===== src/sv/positional_list_insert_remove_defines.svh =====
// Assertion helpers included by the top-level RTL file.
`ifndef POSITIONAL_LIST_INSERT_REMOVE_DEFINES_SVH
`define POSITIONAL_LIST_INSERT_REMOVE_DEFINES_SVH

`ifndef ASSERT_OFF
// prop must hold on every clock edge outside reset
`define PLIR_ASSERT(lbl, prop, msg) \
  lbl: assert property (@(posedge clk_i) disable iff (!rst_ni) (prop)) else $error(msg);
// ante in one cycle implies cons in the next
`define PLIR_ASSERT_NEXT(lbl, ante, cons, msg) \
  lbl: assert property (@(posedge clk_i) disable iff (!rst_ni) (ante) |=> (cons)) \
    else $error(msg);
`else
`define PLIR_ASSERT(lbl, prop, msg)
`define PLIR_ASSERT_NEXT(lbl, ante, cons, msg)
`endif

`endif


===== src/sv/plir_pkg.sv =====
package plir_pkg;

  localparam int unsigned DEPTH      = 64;
  localparam int unsigned DATA_WIDTH = 32;

  // index of one cell, and an entry count that can reach DEPTH
  localparam int unsigned IW = (DEPTH > 1) ? $clog2(DEPTH) : 1;
  localparam int unsigned CW = $clog2(DEPTH + 1);

  localparam int unsigned OP_W    = 3;
  localparam int unsigned POS_W   = 7;
  localparam int unsigned VALUE_W = 32;
  localparam int unsigned CNT_W   = 7;

  // common width for position vs count compares
  localparam int unsigned KW = (CW > POS_W) ? CW : POS_W;

  // removal tap tree: cells per first-level group
  localparam int unsigned GRP  = 8;
  localparam int unsigned NGRP = (DEPTH + GRP - 1) / GRP;

  typedef enum logic [OP_W-1:0] {
    OP_INS_HEAD = 3'd0,
    OP_INS_TAIL = 3'd1,
    OP_INS_POS  = 3'd2,
    OP_REM_HEAD = 3'd3,
    OP_REM_TAIL = 3'd4,
    OP_REM_POS  = 3'd5
  } plir_op_e;

  typedef enum logic [1:0] {
    ST_OK     = 2'd0,
    ST_FULL   = 2'd1,
    ST_EMPTY  = 2'd2,
    ST_BADPOS = 2'd3
  } plir_status_e;

  typedef struct packed {
    logic [OP_W-1:0]    operation;
    logic [POS_W-1:0]   position;
    logic [VALUE_W-1:0] value;
  } plir_req_t;

  typedef struct packed {
    plir_status_e       status;
    logic [VALUE_W-1:0] removed_value;
    logic [CNT_W-1:0]   count;
  } plir_rsp_t;

  // broadcast to every cell in the apply cycle
  typedef struct packed {
    logic                  ins;
    logic                  rem;
    logic [IW-1:0]         at;
    logic [DATA_WIDTH-1:0] val;
  } plir_ctl_t;

endpackage


===== src/sv/plir_cell.sv =====
module plir_cell (
  input  logic                            clk_i,
  input  logic [plir_pkg::IW-1:0]         idx_i,
  input  plir_pkg::plir_ctl_t             ctl_i,
  input  logic [plir_pkg::DATA_WIDTH-1:0] below_i,
  input  logic [plir_pkg::DATA_WIDTH-1:0] above_i,
  output logic [plir_pkg::DATA_WIDTH-1:0] entry_o,
  output logic [plir_pkg::DATA_WIDTH-1:0] tap_o
);
  import plir_pkg::*;

  logic [DATA_WIDTH-1:0] entry_q, entry_d;
  logic [DATA_WIDTH-1:0] tap_q, tap_d;

  always_comb begin
    entry_d = entry_q;
    if (ctl_i.ins) begin
      if (idx_i > ctl_i.at) begin
        entry_d = below_i;
      end else if (idx_i == ctl_i.at) begin
        entry_d = ctl_i.val;
      end
    end else if (ctl_i.rem && (idx_i >= ctl_i.at)) begin
      entry_d = above_i;
    end
  end

  // only the cell being removed drives a nonzero tap
  assign tap_d = (ctl_i.rem && (idx_i == ctl_i.at)) ? entry_q : '0;

  always_ff @(posedge clk_i) begin
    entry_q <= entry_d;
    tap_q   <= tap_d;
  end

  assign entry_o = entry_q;
  assign tap_o   = tap_q;

endmodule


===== config.mk =====
export PLATFORM = sky130hd
export DESIGN_NAME = plir_cell
export DESIGN_NICKNAME = d
export VERILOG_FILES = /design/src/sv/positional_list_insert_remove_defines.svh /design/src/sv/plir_pkg.sv /design/src/sv/plir_cell.sv
export SDC_FILE = /design/constraint.sdc
export NUM_CORES = 1
export LEC_CHECK = 0
export BUFFER_PORTS_ARGS = -buffer_cell sky130_fd_sc_hd__buf_4
export CORE_ASPECT_RATIO = 1.25
export CORE_MARGIN = 4
export CORE_UTILIZATION = 28
export DETAILED_ROUTE_END_ITERATION = 8
export GPL_ROUTABILITY_DRIVEN = 0
export PLACE_DENSITY = 0.58
export SYNTH_ARGS = -nofsm -noshare
export SYNTH_HDL_FRONTEND = slang
export SYNTH_SLANG_ARGS = --single-unit

===== constraint.sdc =====
create_clock -name clk_i -period 2.6 [get_ports clk_i]
set_input_delay 0.52 -clock clk_i [delete_from_list [all_inputs] [get_ports clk_i]]
set_output_delay 0.52 -clock clk_i [all_outputs]
set_load 0.005 [all_outputs]

# --- Yosys cells after proc, flatten, opt, wreduce, memory -nomap -nowiden ---
# Index checks and enable logic that the tools add are counted.
word_totals:
  reg_bits: 64
  output_inout_bits: 64
  elab_cells: 14
  inputBits: 111
classes:
  muxes: 4
  n_eq_ne: 2
  magnitude_cmp: 2
  n_reduce_logical: 4
op_table:
  columns: ["op", "count"]
  rows:
  - ["2-to-1 mux 32 bit", 4]
  - ["equality test 6 bit", 1]
  - [">= comparator 6 bit", 1]
  - ["> comparator 6 bit", 1]
  - ["!= test 3 x 1 -> 1 bit (second input constant)", 1]
  - ["logical AND 1 bit", 2]
  - ["AND reduction 2 bit", 1]
  - ["nonzero test 2 bit", 1]

# --- Longest topological paths before layout ---
depth:
  depth_word: 4
  mapped_depth: 9
  mapped_depth_nobuf: 6

# --- Worst setup path after synthesis ---
# No wires, ideal clock.
synth_path:
  kind: "input port to flip-flop"
  from: "input port ctl_i[37] (netlist bit)"
  to: "register entry_q[0], in the netlist entry_o[0], enable pin"
  t_arrival_ps: 2377
  required_time_ps: 2209
  cell_stages: 7
  n_path_buf: 2
  setup_ps: 391
  path_slack_ps: -168
  cell_sequence: "inv_1 -> ha_1 -> and4_4 -> and3_4 -> buf_6 -> clkbuf_1 -> o22a_1"
synth_between:
  elab_chain_len: 4
  word_cells_on_any_way: 7
  classes_between: "order compare: 2; eq/ne: 2; reduce/logical: 3"
synth_lines:
  columns: ["element", "line", "source"]
  rows:
  - ["start: declaration", "plir_cell.sv:4", "input plir_pkg::plir_ctl_t ctl_i,"]
  - [">= comparator 6 bit", "plir_cell.sv:23", "end else if (ctl_i.rem && (idx_i >= ctl_i.at)) begin"]
  - ["logical AND 1 bit", "plir_cell.sv:23", null]
  - ["nonzero test 2 bit (no source line)", null, null]
  - ["AND reduction 2 bit (no source line) (*)", null, null]
  - ["end signal: assignment", "plir_cell.sv:32", "entry_q <= entry_d;"]
  - ["end: declaration", "plir_cell.sv:12", "logic [DATA_WIDTH-1:0] entry_q, entry_d;"]
# Every way passes the cells marked *; elsewhere a longest branch is shown, timed or not.
# A chain may end at the register's enable or synchronous reset.

# --- Worst setup path after layout ---
layout_path:
  from: "input port idx_i[1] (netlist bit)"
  to: "register entry_q[18], in the netlist entry_o[18], enable pin"
layout_between:
  elab_chain_len: 4
  word_cells_on_any_way: 7
  classes_between: "order compare: 2; eq/ne: 2; reduce/logical: 3"
layout_lines:
  columns: ["element", "line", "source"]
  rows:
  - ["start: declaration", "plir_cell.sv:3", "input logic [plir_pkg::IW-1:0] idx_i,"]
  - [">= comparator 6 bit", "plir_cell.sv:23", null]
  - ["logical AND 1 bit", "plir_cell.sv:23", null]
  - ["nonzero test 2 bit (no source line)", null, null]
  - ["AND reduction 2 bit (no source line) (*)", null, null]
# Marks and branches as above.

==> results.sh <==
export IMPL_detailedPlace_worstSlack_ps=153.1
export IMPL_nNetsFinal=626
export IMPL_clk_root_buffer_cell="sky130_fd_sc_hd__clkbuf_16"
export IMPL_switchingPower_uw=754.4
export IMPL_viasPerCell=5.010
export IMPL_drc=0
export IMPL_required_ps=2660
export IMPL_intPower_mw=2.265
export IMPL_vdd_ir_drop_max_mv=0.2557
export IMPL_timing_final_hold_violations=0
export IMPL_syn_avg_cell_area_um2=9.694
export IMPL_worst_slew_margin_rel_pct=60.80
export IMPL_die_width_um=106.3
export IMPL_floorplan_rows=44
export IMPL_critPathMaxFanout=17
export IMPL_min_period_over_period_pct=81.12
export IMPL_setup_total_negative_slack_ps=0
export IMPL_cts_hold_buffers=0
export IMPL_crit_arrival_ps=2170
export IMPL_core_area_um2=11730
export IMPL_numCtsBuffers=9
export IMPL_clk_insertion_delay_late_ps=330
export IMPL_p_seq_share_pct=40.6
export IMPL_smallest_setup_slack_after_layout_ps=490.9
export IMPL_synth_largest_area_cell="sky130_fd_sc_hd__edfxtp_1"
export IMPL_critPathLaunch="idx_i[1]"
export IMPL_post_placement_cell_count=659
export IMPL_report_final_slew_viol_count=0
export IMPL_netlist_cell_type_count=20
export IMPL_synthCells=349
export IMPL_holdCritStartpoint="entry_o[9]"
export IMPL_ys_warn_count=0
export IMPL_diodes=0
export IMPL_run_status="complete, no violations"
export IMPL_post_cts_setup_buffers=0
export IMPL_final_cell_count_no_fill=675
export IMPL_i_o_pin_count=175
export IMPL_first_pass_grt_wire_length_um=17080
export IMPL_dieArea_um2=13920
export IMPL_floorplan_die_height_um=130.9
export IMPL_htree_num_levels=3
export IMPL_post_cts_resized=0
export IMPL_power_switching_share_pct=24.99
export IMPL_vias=3382
export IMPL_layout_cell_area_non_filler_um2=5151
export IMPL_fin_worst_skew_ps=3.728
export IMPL_route_antenna_remaining_nets=0
export IMPL_cellPowerDensity_nw_per_um2=586.1
export IMPL_drt_pre_antenna_iters=4
export IMPL_final_min_clock_period_ps=2109
export IMPL_fraction_of_the_yosys_area_taken_by_sequential_cells_pct=47.34
export IMPL_post_synth_main_area_contributors="sky130_fd_sc_hd__edfxtp_1 (28%), sky130_fd_sc_hd__dfxtp_1 (19%), sky130_fd_sc_hd__a311o_1 (9.5%)"
export IMPL_cp_num_buf_inv=2
export IMPL_clk_path_buf_depth=2
export IMPL_globalRouteTotalUtil_pct=15.78
export IMPL_tritoncts_clock_tree="yes"
export IMPL_grt_overflow_total=0
export IMPL_synthToLayoutAreaGrowth_pct=52.26
export IMPL_port_buffer_cells=174
export IMPL_worst_path_clk_slew_ps=60
export IMPL_start_util_pct=28.85
export IMPL_crit_reg2reg_launch="entry_o[26]"
export IMPL_antenna_violations_before_repair=0
export IMPL_min_path_type="reg2reg"
export IMPL_first_global_vias=3383
export IMPL_max_cap_viol_count=0
export IMPL_grt_start_max_net_pins=60
export IMPL_timing_final_setup_violations=0
export IMPL_combinational_fraction_of_design_power_pct=19.4
export IMPL_power_clock_fraction_pct=40.0
export IMPL_wl_per_cell_um=16.48
export IMPL_timing_critical_path_from_type="input pin"
export IMPL_hpwl_um=8144
export IMPL_leakage_nw=2.280
export IMPL_critPathSlowestCell="sky130_fd_sc_hd__o21ai_4"
export IMPL_setup_repair_after_global_routing_missed_its_margin="no"
export IMPL_mappedNetlistNets=466
export IMPL_worst_slew_pin_slew_ps=588.1
export IMPL_timing_fmax_ghz=0.4741
export IMPL_timing_critical_path_cells="buf_4 > ha_1 > nor2b_1 > o21ai_4 > nand3_1 > o22a_2 > buf_4"
export IMPL_timing_critical_path_to_type="flop"
export IMPL_netlist_area_leader_share_pct=28.40
export IMPL_placed_cell_area_um2=4852
export IMPL_crit_family="compound AO/OA/AOI/OAI gates"
export IMPL_routed_wl_um=11120
export IMPL_synthesis_area_um2=3383
export IMPL_cpPeakStageDelay_ps=410
export IMPL_critical_path_class="in2reg"
export IMPL_drive_above_1_share_pct=40.86
export IMPL_detailedRoute_firstIterationViolations=168
export IMPL_clock_sinks=64
export IMPL_yosys_register_bits=64
export IMPL_critPathMostFrequentCell="sky130_fd_sc_hd__buf_4"
-- synthesized netlist by cell type --
library cell and number:
sky130_fd_sc_hd__o22a_1 1, sky130_fd_sc_hd__edfxtp_1 32, sky130_fd_sc_hd__clkbuf_1 29, sky130_fd_sc_hd__and3_1 32, sky130_fd_sc_hd__o211ai_1 32, sky130_fd_sc_hd__a311o_1 32
sky130_fd_sc_hd__a21oi_1 1, sky130_fd_sc_hd__nand3_1 2, sky130_fd_sc_hd__inv_1 6, sky130_fd_sc_hd__a31oi_1 32, sky130_fd_sc_hd__o21ai_2 1, sky130_fd_sc_hd__and4_4 1
sky130_fd_sc_hd__buf_2 3, sky130_fd_sc_hd__dfxtp_1 32, sky130_fd_sc_hd__nor2b_1 33, sky130_fd_sc_hd__ha_1 6, sky130_fd_sc_hd__buf_6 8, sky130_fd_sc_hd__nand2_1 64
sky130_fd_sc_hd__and3_4 1, sky130_fd_sc_hd__a21o_1 1
-- metrics by stage --
stage          total power [mW]  hold slack [ps]  util [%]
3_5_place_dp              1.843            491.7     41.38
5_1_grt                   3.164            528.4     43.93
6_report                  3.019            501.0     43.93
3_3_place_gp              1.833            486.5     41.38
2_1_floorplan             1.469            503.3         -
4_1_cts                   3.058            503.1     43.93
-- power by group through the flow --
stage          logic (mW)  clock network, mW  registers (mW)
5_1_grt             0.644               1.28            1.24
6_report            0.586               1.21            1.23
2_1_floorplan       0.228                  0            1.24
4_1_cts             0.595               1.23            1.23
3_5_place_dp        0.594                  0            1.25
3_3_place_gp        0.585                  0            1.25
-- path summary, 6_finish.rpt --
path	slack, ps	end	cells after the start
max	490	entry_o[18]	7
max reg2reg	1880	tap_o[26]	1
min reg2reg	500	tap_o[9]	1
min	500	tap_o[9]	1
-- cell families after synthesis --
family                     Yosys count  share of synthesized area (%)
DFF                                 64                          47.34
AOI/OAI and AO/OA                  100                          23.37
adders and majority gates            6                          2.219
and+or+nand+nor                    133                          20.08
buffers and inverters               46                          6.989
-- final cells by class --
type | count | area [um2]
flip-flops and latches | 64 | 1602
repair buffers | 189 | 1456
inverters | 6 | 22.52
fillers | 1158 | 6575
well taps | 161 | 201.4
multi-input cells | 239 | 1570
clock buffers | 11 | 242.7
clock inverters | 5 | 56.30
-- placed cells by master (no fill, tap or decap), drive strengths merged --
cell	instances
a21o	1
o21ai	1
o22a	1
a31oi	32
buf	189
and3	33
o211ai	32
nand3	2
nand2	64
clkinv	3
nor2b	33
clkbuf	11
a311o	32
ha	6
inv	6
clkinvlp	1
a21oi	1
edfxtp	32
and4	1
dfxtp	32
bufinv	1
-- sequential cells by signal, indices dropped and copies added (netlist names) --
register  count
entry_o      32
tap_o        32
-- per-layer routing --
metal / GRT usage, % / up-vias / routed length [um]
met5: 0 / - / 0
met4: 8.918 / 0 / 363
met3: 2.850 / 25 / 597
met2: 28.50 / 132 / 5922
met1: 17.49 / 1592 / 4238
li1: - / 1633 / -
Power figures use the tool's default switching activity.
